## src/hdl/fldm_pkg.sv

```systemverilog
// ----------------------------------------------------------------------------
// fldm_pkg
// shared types and constants of the fuel level drop monitor
// ----------------------------------------------------------------------------
`default_nettype none

package fldm_pkg;

    localparam int WINDOW_DEPTH = 8;
    localparam int SLOT_W       = $clog2(WINDOW_DEPTH);

    localparam int ADC_W    = 12;
    localparam int LEVEL_W  = 20;
    localparam int LIMIT_W  = 21;
    localparam int STATUS_W = 2;
    localparam int COUNT_W  = 2;

    localparam int CFG_INDEX_W = 2;
    localparam int S_TDATA_W   = 16;
    localparam int M_TDATA_W   = 32;

    // level = adc * 1000000 / 4095 = adc * SCALE_WHOLE + adc * SCALE_FRAC / 4095
    localparam int ADC_FULL    = 4095;
    localparam int SCALE_WHOLE = 1000000 / ADC_FULL;
    localparam int SCALE_FRAC  = 1000000 % ADC_FULL;
    localparam int FRAC_W      = 22;

    localparam logic [COUNT_W-1:0] DROPS_FOR_THEFT = 2'd3;

    localparam logic FUNC_SAMPLE = 1'b0;
    localparam logic FUNC_CHECK  = 1'b1;

    localparam logic [STATUS_W-1:0] STATUS_NONE   = 2'd0;
    localparam logic [STATUS_W-1:0] STATUS_NORMAL = 2'd1;
    localparam logic [STATUS_W-1:0] STATUS_ALARM  = 2'd2;

    localparam logic [CFG_INDEX_W-1:0] CFG_LOW_LIMIT     = 2'd0;
    localparam logic [CFG_INDEX_W-1:0] CFG_HIGH_LIMIT    = 2'd1;
    localparam logic [CFG_INDEX_W-1:0] CFG_DROP_RUNNING  = 2'd2;
    localparam logic [CFG_INDEX_W-1:0] CFG_DROP_STOPPED  = 2'd3;

    localparam logic [LEVEL_W-1:0]        LOW_LIMIT_RST    = 20'd200000;
    localparam logic [LEVEL_W-1:0]        HIGH_LIMIT_RST   = 20'd950000;
    localparam logic signed [LIMIT_W-1:0] DROP_RUNNING_RST = -21'sd50000;
    localparam logic signed [LIMIT_W-1:0] DROP_STOPPED_RST = -21'sd30000;

    typedef struct packed {
        logic                window_ready;
        logic                theft_raised;
        logic [STATUS_W-1:0] theft_status;
        logic [STATUS_W-1:0] high_alarm;
        logic [STATUS_W-1:0] low_alarm;
        logic [LEVEL_W-1:0]  level;
    } result_t;

    localparam int RESULT_W = $bits(result_t);

    // exact floor(adc * 1000000 / 4095) with shift-add constant products
    function automatic logic [LEVEL_W-1:0] scale_level(input logic [ADC_W-1:0] adc);
        logic [LEVEL_W-1:0] whole;
        logic [FRAC_W-1:0]  frac_prod;
        logic [9:0]         q_est;
        logic [ADC_W:0]     rem;
        logic [LEVEL_W-1:0] frac;
        whole     = LEVEL_W'(adc * SCALE_WHOLE);
        frac_prod = FRAC_W'(adc * SCALE_FRAC);
        q_est     = frac_prod[FRAC_W-1:ADC_W];
        rem       = {1'b0, frac_prod[ADC_W-1:0]} + (ADC_W+1)'(q_est);
        frac      = LEVEL_W'(q_est) + ((rem >= (ADC_W+1)'(ADC_FULL)) ? 20'd1 : 20'd0);
        return whole + frac;
    endfunction

endpackage

`default_nettype wire

```

## src/hdl/fuel_level_drop_monitor_top.sv

```systemverilog
// ----------------------------------------------------------------------------
// fuel_level_drop_monitor_top
// fuel level scaling, level alarms and sliding-window drop detection
// ----------------------------------------------------------------------------
// Every accepted input word gives exactly one result word. A word goes from an
// input register through the scaling, alarm and window logic into the result
// register; the input register holds it while the result register is stalled.
// One word per cycle is sustained while m_tready stays high; the result register
// decouples the two sides, so one new word can be taken into the input register
// while a result waits.
// The configuration channel is always ready and should only be written while
// no words are in flight.
`default_nettype none

module fuel_level_drop_monitor_top
(
    input  wire                               clk,
    input  wire                               rst_n,

    input  wire                               s_tvalid,
    output logic                              s_tready,
    input  wire  [fldm_pkg::S_TDATA_W-1:0]    s_tdata,   // adc_value, generator_running
    input  wire                               s_tuser,   // func

    output logic                              m_tvalid,
    input  wire                               m_tready,
    output logic [fldm_pkg::M_TDATA_W-1:0]    m_tdata,   // level, low_alarm, high_alarm,
                                                         // theft_status, theft_raised,
                                                         // window_ready

    input  wire                               cfg_valid,
    output logic                              cfg_ready,
    input  wire  [fldm_pkg::CFG_INDEX_W-1:0]  cfg_index,
    input  wire  [fldm_pkg::LIMIT_W-1:0]      cfg_data
);

    import fldm_pkg::*;

    logic                       in_vld_reg;
    logic                       in_func_reg;
    logic [ADC_W-1:0]           in_adc_reg;
    logic                       in_gen_reg;

    logic                       out_vld_reg, out_vld_next;
    result_t                    out_reg, out_next;

    logic [LEVEL_W-1:0]         low_limit_reg;
    logic [LEVEL_W-1:0]         high_limit_reg;
    logic signed [LIMIT_W-1:0]  drop_running_reg;
    logic signed [LIMIT_W-1:0]  drop_stopped_reg;

    logic [LEVEL_W-1:0]         win_reg [WINDOW_DEPTH];
    logic [LEVEL_W-1:0]         win_next [WINDOW_DEPTH];
    logic [SLOT_W-1:0]          slot_reg, slot_next;
    logic                       full_reg, full_next;
    logic [COUNT_W-1:0]         drops_reg, drops_next;
    logic [LEVEL_W-1:0]         level_reg, level_next;
    logic [STATUS_W-1:0]        low_reg, low_next;
    logic [STATUS_W-1:0]        high_reg, high_next;
    logic [STATUS_W-1:0]        theft_reg, theft_next;

    logic                       advance;
    logic                       in_take;
    logic [LEVEL_W-1:0]         new_level;
    logic signed [LIMIT_W-1:0]  delta;
    logic signed [LIMIT_W-1:0]  limit;
    logic [COUNT_W-1:0]         drops_inc;
    logic                       raised;

    assign advance   = in_vld_reg && (!out_vld_reg || m_tready);
    assign s_tready  = !in_vld_reg || advance;
    assign in_take   = s_tvalid && s_tready;
    assign m_tvalid  = out_vld_reg;
    assign m_tdata   = {(M_TDATA_W-RESULT_W)'(0), out_reg};
    assign cfg_ready = 1'b1;

    assign new_level = scale_level(in_adc_reg);
    assign delta     = $signed({1'b0, win_reg[WINDOW_DEPTH-1]}) - $signed({1'b0, win_reg[0]});
    assign limit     = in_gen_reg ? drop_running_reg : drop_stopped_reg;
    assign drops_inc = drops_reg + 2'd1;

    always_comb
    begin
        win_next   = win_reg;
        slot_next  = slot_reg;
        full_next  = full_reg;
        drops_next = drops_reg;
        level_next = level_reg;
        low_next   = low_reg;
        high_next  = high_reg;
        theft_next = theft_reg;
        raised     = 1'b0;
        if (advance)
        begin
            if (in_func_reg == FUNC_SAMPLE)
            begin
                win_next[slot_reg] = new_level;
                level_next = new_level;
                low_next   = (new_level < low_limit_reg)  ? STATUS_ALARM : STATUS_NORMAL;
                high_next  = (new_level > high_limit_reg) ? STATUS_ALARM : STATUS_NORMAL;
                if (slot_reg < SLOT_W'(WINDOW_DEPTH-1))
                begin
                    slot_next = slot_reg + 1'b1;
                end
                else
                begin
                    full_next = 1'b1;
                end
            end
            else if (full_reg)
            begin
                for (int k = 0; k < WINDOW_DEPTH-1; k++)
                begin
                    win_next[k] = win_reg[k+1];
                end
                if (delta < limit)
                begin
                    if (drops_inc == DROPS_FOR_THEFT)
                    begin
                        drops_next = '0;
                        theft_next = STATUS_ALARM;
                        raised     = 1'b1;
                    end
                    else
                    begin
                        drops_next = drops_inc;
                    end
                end
                else
                begin
                    theft_next = STATUS_NORMAL;
                end
            end
        end
    end

    always_comb
    begin
        out_next.level        = level_next;
        out_next.low_alarm    = low_next;
        out_next.high_alarm   = high_next;
        out_next.theft_status = theft_next;
        out_next.theft_raised = raised;
        out_next.window_ready = full_next;
        if (advance)
        begin
            out_vld_next = 1'b1;
        end
        else if (m_tready)
        begin
            out_vld_next = 1'b0;
        end
        else
        begin
            out_vld_next = out_vld_reg;
        end
    end

    always_ff @(posedge clk or negedge rst_n)
    begin
        if (!rst_n)
        begin
            in_vld_reg  <= 1'b0;
            out_vld_reg <= 1'b0;
            slot_reg    <= '0;
            full_reg    <= 1'b0;
            drops_reg   <= '0;
            level_reg   <= '0;
            low_reg     <= STATUS_NONE;
            high_reg    <= STATUS_NONE;
            theft_reg   <= STATUS_NONE;
        end
        else
        begin
            if (s_tready)
            begin
                in_vld_reg <= s_tvalid;
            end
            out_vld_reg <= out_vld_next;
            slot_reg    <= slot_next;
            full_reg    <= full_next;
            drops_reg   <= drops_next;
            level_reg   <= level_next;
            low_reg     <= low_next;
            high_reg    <= high_next;
            theft_reg   <= theft_next;
        end
    end

    always_ff @(posedge clk or negedge rst_n)
    begin
        if (!rst_n)
        begin
            low_limit_reg    <= LOW_LIMIT_RST;
            high_limit_reg   <= HIGH_LIMIT_RST;
            drop_running_reg <= DROP_RUNNING_RST;
            drop_stopped_reg <= DROP_STOPPED_RST;
        end
        else if (cfg_valid && cfg_ready)
        begin
            case (cfg_index)
                CFG_LOW_LIMIT:    low_limit_reg    <= cfg_data[LEVEL_W-1:0];
                CFG_HIGH_LIMIT:   high_limit_reg   <= cfg_data[LEVEL_W-1:0];
                CFG_DROP_RUNNING: drop_running_reg <= $signed(cfg_data);
                CFG_DROP_STOPPED: drop_stopped_reg <= $signed(cfg_data);
                default:          ;
            endcase
        end
    end

    // payload registers
    always_ff @(posedge clk)
    begin
        if (in_take)
        begin
            in_func_reg <= s_tuser;
            in_adc_reg  <= s_tdata[ADC_W-1:0];
            in_gen_reg  <= s_tdata[ADC_W];
        end
        if (advance)
        begin
            out_reg <= out_next;
        end
        win_reg <= win_next;
    end

endmodule

`default_nettype wire

```

## config.mk

```make
export PLATFORM = sky130hd
export DESIGN_NAME = fuel_level_drop_monitor_top
export DESIGN_NICKNAME = d
export VERILOG_FILES = /design/src/hdl/fldm_pkg.sv /design/src/hdl/fuel_level_drop_monitor_top.sv
export SDC_FILE = /design/constraint.sdc
export NUM_CORES = 1
export LEC_CHECK = 0
export BUFFER_PORTS_ARGS = -buffer_cell sky130_fd_sc_hd__buf_2
export CAP_MARGIN = 20
export CORE_UTILIZATION = 35
export CTS_CLUSTER_SIZE = 30
export DETAILED_ROUTE_END_ITERATION = 7
export PLACE_DENSITY = 0.6
export SLEW_MARGIN = 40
export SYNTH_ARGS = -nofsm -noshare
export SYNTH_HDL_FRONTEND = slang
export SYNTH_SLANG_ARGS = --single-unit
```

## constraint.sdc

```tcl
create_clock -name clk -period 12.3 [get_ports clk]
set_input_delay 1.845 -clock clk [delete_from_list [all_inputs] [get_ports clk]]
set_output_delay 1.845 -clock clk [all_outputs]
set_load 0.03 [all_outputs]
```

Word level (Yosys, flattened, before mapping)
Cells that the tools add are included.
{"block": "totals", "register_bits": 318, "out_inout_bits": 35, "elab_cells": 97}
{"block": "op_classes", "addsub": 6, "mul": 2, "n_lt_le_gt_ge": 7, "n_eq_ne": 5, "mux": 27, "n_bitwise": 2, "reduce_logical": 18}
{"op": "140-bit two-way mux", "n": 2}
{"op": "160-bit bitwise mux", "n": 1}
{"op": "20-bit demux with 3-bit select", "n": 1}
{"op": "20-bit two-way mux", "n": 3}
{"op": "2-bit two-way mux", "n": 12}
{"op": "21-bit < comparator", "n": 1}
{"op": "21-bit two-way mux", "n": 1}
{"op": "20-bit by 20-bit subtractor with 21-bit output", "n": 1}
{"op": "20-bit by 11-bit adder with 20-bit output", "n": 1}
{"op": "20-bit > comparator", "n": 1}
{"op": "20-bit < comparator", "n": 1}
{"op": "12-bit by 8-bit multiplier with 20-bit output (second input constant)", "n": 1}
{"op": "12-bit by 6-bit multiplier with 18-bit output (second input constant)", "n": 1}
{"op": "12-bit by 10-bit adder with 13-bit output", "n": 1}
{"op": "13-bit by 12-bit >= comparator with 1-bit output (second input constant)", "n": 1}
{"op": "2-bit AND reduction", "n": 6}
{"op": "10-bit by 1-bit adder with 11-bit output", "n": 1}
{"op": "1-bit two-way mux", "n": 7}
{"op": "2-bit equality test (second input constant)", "n": 3}
{"op": "3-bit AND reduction", "n": 2}
{"op": "4-bit >= comparator (second input constant)", "n": 1}
{"op": "4-bit by 1-bit < comparator with 1-bit output (second input constant)", "n": 1}
{"op": "3-bit inverter with 4-bit output", "n": 1}
{"op": "4-bit AND reduction", "n": 1}
{"op": "other kinds (11)", "n": 15}

Depth between registers and ports, before layout
Gate-level depths: netlist of the first run.
{"block": "logic_depth", "depth_word": 10, "depth_mapped": 49, "ltp_nobuf": 46}

Least setup slack after synthesis of the first run
No wires, ideal clock.
{"block": "synth_path", "path_kind": "register to register", "from": "register in_adc_reg[9]", "to": "register out_reg, in the netlist m_tdata[23] (data pin)", "setup_ns": 0.263, "arrival_ns": 9.300, "required_ns": 12.037, "setup_slack_ns": 2.737, "stages_incl_launch_ff": 45, "n_path_buf": 4, "synth_period_minus_slack_ns": 9.563, "path_cell_list": "edfxtp_1 ha_1 inv_1 fa_1 inv_1 fa_1 inv_1 fa_1 inv_1 ha_1 buf_6 and2_4 a221o_1 o21ai_0 nand2b_1 xor2_1 ha_1 a21o_1 [... 9 more ...] maj3_1 and3_1 buf_2 o2111a_1 buf_6 or2_1 buf_6 xnor2_1 ha_1 a21o_1 a21o_1 a21oi_1 nor2b_1 o21ai_0 nand2b_1 a21oi_1 a311oi_1 a211o_1"}
{"block": "synth_between", "elab_chain_len": 10, "elab_cells_between_ends": 11}
{"element": "start: declaration", "line": "fuel_level_drop_monitor_top.sv:41", "rtl": "logic [ADC_W-1:0] in_adc_reg;"}
{"element": "start signal: assignment", "line": "fuel_level_drop_monitor_top.sv:217", "rtl": "in_adc_reg <= s_tdata[ADC_W-1:0];"}
{"element": "12-bit by 8-bit multiplier with 20-bit output", "line": "fldm_pkg.sv:66", "rtl": "frac_prod = FRAC_W'(adc * SCALE_FRAC);"}
{"element": "12-bit by 10-bit adder with 13-bit output", "line": "fldm_pkg.sv:68", "rtl": "rem = {1'b0, frac_prod[ADC_W-1:0]} + (ADC_W+1)'(q_est);"}
{"element": "13-bit by 12-bit >= comparator with 1-bit output", "line": "fldm_pkg.sv:69", "rtl": "frac = LEVEL_W'(q_est) + ((rem >= (ADC_W+1)'(ADC_FULL)) ? 20'd1 : 20'd0);"}
{"element": "1-bit two-way mux", "line": "fldm_pkg.sv:69"}
{"element": "10-bit by 1-bit adder with 11-bit output", "line": "fldm_pkg.sv:69"}
{"element": "20-bit by 11-bit adder with 20-bit output (*)", "line": "fldm_pkg.sv:70", "rtl": "return whole + frac;"}
{"element": "named net new_level[12]", "line": "fuel_level_drop_monitor_top.sv:64", "rtl": "logic [LEVEL_W-1:0] new_level;"}
{"element": "20-bit > comparator (*)", "line": "fuel_level_drop_monitor_top.sv:100", "rtl": "high_next = (new_level > high_limit_reg) ? STATUS_ALARM : STATUS_NORMAL;"}
{"element": "2-bit two-way mux (*)", "line": "fuel_level_drop_monitor_top.sv:100"}
{"element": "2-bit two-way mux (*)", "line": "fuel_level_drop_monitor_top.sv:95", "rtl": "if (in_func_reg == FUNC_SAMPLE)"}
{"element": "2-bit two-way mux (*)", "line": "fuel_level_drop_monitor_top.sv:93", "rtl": "if (advance)"}
{"element": "named net high_next[1]", "line": "fuel_level_drop_monitor_top.sv:59", "rtl": "logic [STATUS_W-1:0] high_reg, high_next;"}
{"element": "end signal: assignment", "line": "fuel_level_drop_monitor_top.sv:222", "rtl": "out_reg <= out_next;"}
{"element": "end: declaration", "line": "fuel_level_drop_monitor_top.sv:45", "rtl": "result_t out_reg, out_next;"}
Mark *: on every way through the listed nets, which the timed path passes. The rest lies on a longest branch.
A chain may end at the register's enable or synchronous reset.

Worst setup path in the final report of the first run
{"block": "layout_path", "from": "register in_adc_reg[7]", "to": "register out_reg, in the netlist m_tdata[23] (data pin)"}
Same word-level chain as after synthesis.

==> results.cfg, run 1 <==
[setup_path]
cpPeakStageDelay_ns = 0.59
r2r_slack_ns = 1.32
cp_common_cell = ha_1
worstSetupEndpointType = flop
critPathSlowestCell = edfxtp_1
setup.worst_path.start_class = flop
path_max_fanout = 10
required_ns = 12.59
worstPathArrival_ns = 11.27
path_class = flop to flop

[routing]
firstDrtPassIters = 5
ant_nets = 0
finalWirelength_um = 53810
wl_per_cell_um = 19.68
drtIter0Drc = 1132
via_per_inst = 5.447
num_vias = 14890
remaining_drc_errors = 0

[synthesis]
yosysWarnings = 0
ys_types = 82
seq_area_frac_synth = 0.4416
synth_edf_count = 202
ys_ff_latch = 318
avgSynthCellArea_um2 = 10.87
synth_ff_type = edfxtp_1
ys_async_sr_fraction = 0.3648
syn-instance-count = 1880
synth_area_mm2 = 0.02043

[timing]
drv_slew = 0
tns_ns = 0
period_share = 0.8926
clock_skew_ns = 0.01785
finalSetupViolCount = 0
max_slew_margin = 0.4130
max_freq_mhz = 91.08
hold_viol_final = 0
fin_crit_ns = 10.98
worst_pin_slew_ns = 0.8742
rsz0062_at_grt = no

[cells_and_area]
nNetsFinal = 2222
register_area_mm2 = 0.009021
layout_common_cells = edfxtp_1, ha_1, inv_1
final_layout_size_suffix_gt1_frac = 0.1559
area_growth_pct = 12.15
antennaDiodeCount = 0
nFillCells = 5598
largest_reg_flops = 160
multi_input_area_mm2 = 0.01052
mostFrequentLayoutCell = edfxtp_1

[worst_hold_path]
min_path_type = flop to flop

[die]
die_area_mm2 = 0.05934
dieHeight_um = 243.6
die_w_um = 243.6
start_util = 0.3541
io-pin-count = 80
coreArea_mm2 = 0.05770
row_count = 88

[clock_network]
cts.clk_slew.worst_paths_ns = 0.06
ctsHoldBuffers = 0
cts_inserted_buffers = 36
clockBufferDepth = 3
post_cts_buffers = 0
clock-sinks = 318
htreeDepth = 2
insertion_delay_ns = 0.55
cts_resized = 0
cts_root_buffer = clkbuf_16
cts_tree = done

[placement]
gp_congestion = 0.8923
portBuffers = 71
dp_hpwl_um = 39440

[global_routing]
grt_remaining_overflow = 0
grt_first_pass_wirelength_um = 84500
antenna_found_initial = 2
grt_max_degree = 87
track_usage = 0.1812
grt_pass1_vias = 14900

[status]
status = finished clean

[flow_run]
maxCapViolCount = 0
-- layout make-up --
class                      count  area share
multi-input combinational   1313      0.4593
sequential                   318      0.3938
clock buffer                  57     0.04440
tap                          765     0.04178
timing repair buffer         110     0.02927
inverter                     163     0.02671
clock inverter                 8    0.004751
-- through the flow --
step | area (um2) | std cells | util | hold WS [ns] | worst slack [ns]
floorplan | 20440 | 1883 | - | 0.4367 | 2.737
global placement | 21680 | 2664 | 0.3758 | 0.4526 | 1.683
detailed placement | 21740 | 2667 | 0.3768 | 0.4629 | 1.409
CTS | 22870 | 2732 | 0.3964 | 0.4756 | 1.354
global route | 22910 | 2734 | 0.3971 | 0.4941 | 0.4825
finish | 22910 | 2734 | 0.3971 | 0.4779 | 1.321
-- routing by layer --
metal  up-vias  GRT usage  routed length, um
li1       6997          -                  -
met1      7419     0.2540              24850
met2       402     0.2930              24960
met3        73    0.02192               2631
met4         0    0.05294               1370
met5         -          0                  0
-- synth_stat cells, types with 23 or more instances --
| library cell | number | area [um2] |
|---|---|---|
| a21o_1 | 45 | 337.8 |
| a21oi_1 | 61 | 305.3 |
| a221o_1 | 38 | 380.4 |
| a22o_1 | 30 | 262.8 |
| and2_1 | 27 | 168.9 |
| clkbuf_1 | 69 | 259.0 |
| dfrtp_1 | 74 | 1852 |
| dfstp_2 | 42 | 1104 |
| edfxtp_1 | 202 | 6066 |
| fa_1 | 54 | 1081 |
| ha_1 | 181 | 2265 |
| inv_1 | 163 | 611.8 |
| mux2_2 | 69 | 777.0 |
| nand2_1 | 152 | 570.6 |
| nand2b_1 | 23 | 143.9 |
| nand3_1 | 43 | 215.2 |
| nor2_1 | 98 | 367.9 |
| nor3_1 | 25 | 125.1 |
| o211ai_1 | 25 | 187.7 |
| o21ai_0 | 94 | 470.5 |
| xnor2_1 | 44 | 385.4 |
| xor2_1 | 24 | 210.2 |
-- worst max-delay path, delay by kind of cell, from the launching register on --
family	cells	cell delay [ns]
adder cells (fa/ha/maj)	10	3.73
AND/OR/NAND/NOR	8	1.28
flip-flops	1	0.59
buffers and inverters	4	0.22
AO/OA/AOI/OAI	20	4.49
XOR/XNOR	2	0.41
-- worst paths after layout --
check,startpoint,end,depth (start not counted)
worst max-delay path,in_adc_reg[7],m_tdata[23],44
worst min-delay path,level_reg[1],level_reg[1],2
worst max register to register,in_adc_reg[7],m_tdata[23],44
worst min register to register,level_reg[1],level_reg[1],2
max in group asynchronous,rst_n,drop_stopped_reg[5],2
min in group asynchronous,rst_n,level_reg[3],1
-- logic make-up after synthesis --
family,after synthesis,share of synthesized area
mux,91,0.04882
compound gates,435,0.1532
buf+inv,252,0.04863
other cells,2,0.0003676
fa+ha+maj,240,0.1662
simple gates,474,0.1120
flops,318,0.4416
xor+xnor,68,0.02915
Power of run 1 is left out: the tool's default activity adds up to more than one toggle a clock period on the data nets, which glitch-free logic cannot reach.
==> run 2: changes to the inputs <==
--- a/config.mk
+++ b/config.mk
@@ -10,7 +10,7 @@
 export CORE_UTILIZATION = 35
 export CTS_CLUSTER_SIZE = 30
 export DETAILED_ROUTE_END_ITERATION = 7
-export PLACE_DENSITY = 0.6
+export PLACE_DENSITY = 0.53
 export SLEW_MARGIN = 40
 export SYNTH_ARGS = -nofsm -noshare
 export SYNTH_HDL_FRONTEND = slang
==> results.cfg, run 2 (synthesized netlist as in run 1, its figures left out) <==
[status]
status = finished clean

[cells_and_area]
stdcell_area_mm2 = 0.02321
mostFrequentLayoutCell = edfxtp_1
area_growth_pct = 13.63
nNetsFinal = 2220
antennaDiodeCount = 0
final_layout_size_suffix_gt1_frac = 0.1640
largest_reg_flops = 160
fin_util = 0.4023
layout_common_cells = edfxtp_1, ha_1, inv_1

[timing]
setup_slack_ns = 1.312
clock_skew_ns = 0.02515
drv_slew = 0
worst_pin_slew_ns = 0.8822
period_share = 0.8933
max_freq_mhz = 91.01
hold_viol_final = 0
fin_crit_ns = 10.99
rsz0062_at_grt = no
max_slew_margin = 0.4119
tns_ns = 0
finalSetupViolCount = 0

[clock_network]
post_cts_buffers = 0
clock-sinks = 318
cts_root_buffer = clkbuf_16
cts_inserted_buffers = 37
cts_resized = 0
htreeDepth = 2
clockBufferDepth = 3
cts.clk_slew.worst_paths_ns = 0.06
insertion_delay_ns = 0.56
cts_tree = done
ctsHoldBuffers = 0

[placement]
gp_congestion = 0.8398
dp_hpwl_um = 40310
place_area_mm2 = 0.02181
preCtsSetupSlack_ns = 1.357
portBuffers = 71

[setup_path]
required_ns = 12.60
critPathSlowestCell = edfxtp_1
reg2reg_depth = 44
timing.rr.start = in_adc_reg[7]
r2r_slack_ns = 1.31
crit-reg2reg-capture = m_tdata[23]
cpPeakStageDelay_ns = 0.61
cp_common_cell = ha_1
worstPathArrival_ns = 11.29
setup.worst_path.start_class = flop
worstSetupEndpointType = flop
path_max_fanout = 10
path_class = flop to flop

[global_routing]
grt_pass1_vias = 14650
grt_remaining_overflow = 0
grt_max_degree = 104
grt_first_pass_wirelength_um = 86040
track_usage = 0.1868
antenna_found_initial = 3

[routing]
finalWirelength_um = 55480
wl_per_cell_um = 20.29
via_per_inst = 5.424
firstDrtPassIters = 5
remaining_drc_errors = 0
ant_nets = 0
num_vias = 14830
drtIter0Drc = 1137

[die]
die_w_um = 243.6
dieHeight_um = 243.6
io-pin-count = 80
start_util = 0.3541
die_area_mm2 = 0.05934
row_count = 88
coreArea_mm2 = 0.05770

[worst_hold_path]
holdPathStages = 2
holdCritStartpoint = level_reg[1]
min_path_type = flop to flop
hold_path_end = level_reg[1]

[flow_run]
maxCapViolCount = 0
==> run 2: final cells by class <==
type	count	area, um2
Clock inverter	19	262.8
Clock buffer	49	1096
Inverter	163	611.8
Timing Repair Buffer	107	685.7
Multi-Input combinational cell	1313	10580
Tap cell	765	957.2
Fill cell	5613	34480
Sequential cell	318	9021
==> run 2: worst max-delay path by stage <==
stage | start | endpoint | slack, ns | depth (start not counted)
2_1_floorplan | in_adc_reg[9] | m_tdata[23] | 2.74 | 44
3_3_place_gp | in_adc_reg[7] | m_tdata[23] | 1.57 | 44
3_5_place_dp | in_adc_reg[7] | m_tdata[23] | 1.36 | 44
4_1_cts | in_adc_reg[7] | m_tdata[23] | 1.33 | 44
5_1_grt | in_adc_reg[7] | m_tdata[23] | 0.47 | 44
6_report | in_adc_reg[7] | m_tdata[23] | 1.31 | 44
==> run 2: metal layers <==
| metal | global-route usage | vias to the layer above | share of wire | wire [um] |
|---|---|---|---|---|
| met4 | 0.06195 | 0 | 0.027 | 1513 |
| li1 | - | 6996 | - | - |
| met2 | 0.2893 | 447 | 0.45 | 24990 |
| met5 | 0 | - | 0 | 0 |
| met3 | 0.03173 | 82 | 0.057 | 3177 |
| met1 | 0.2638 | 7303 | 0.46 | 25790 |
==> run 2: metrics by stage <==
stage	cells	hold slack, ns
final	2734	0.4783
after floorplan	1883	0.4367
after global placement	2661	0.4565
after detailed placement	2665	0.4575
after CTS	2733	0.4824
after global routing	2734	0.4991
==> run 2: critical path, delay by kind of cell (launching register included) <==
kind | cells | cell delay (ns)
AO/OA/AOI/OAI | 20 | 4.42
adder cells (fa/ha/maj) | 10 | 3.73
AND/OR/NAND/NOR | 8 | 1.31
flip-flops | 1 | 0.61
XOR/XNOR | 2 | 0.44
buffers and inverters | 4 | 0.23
Power of run 2 is left out for the same reason.
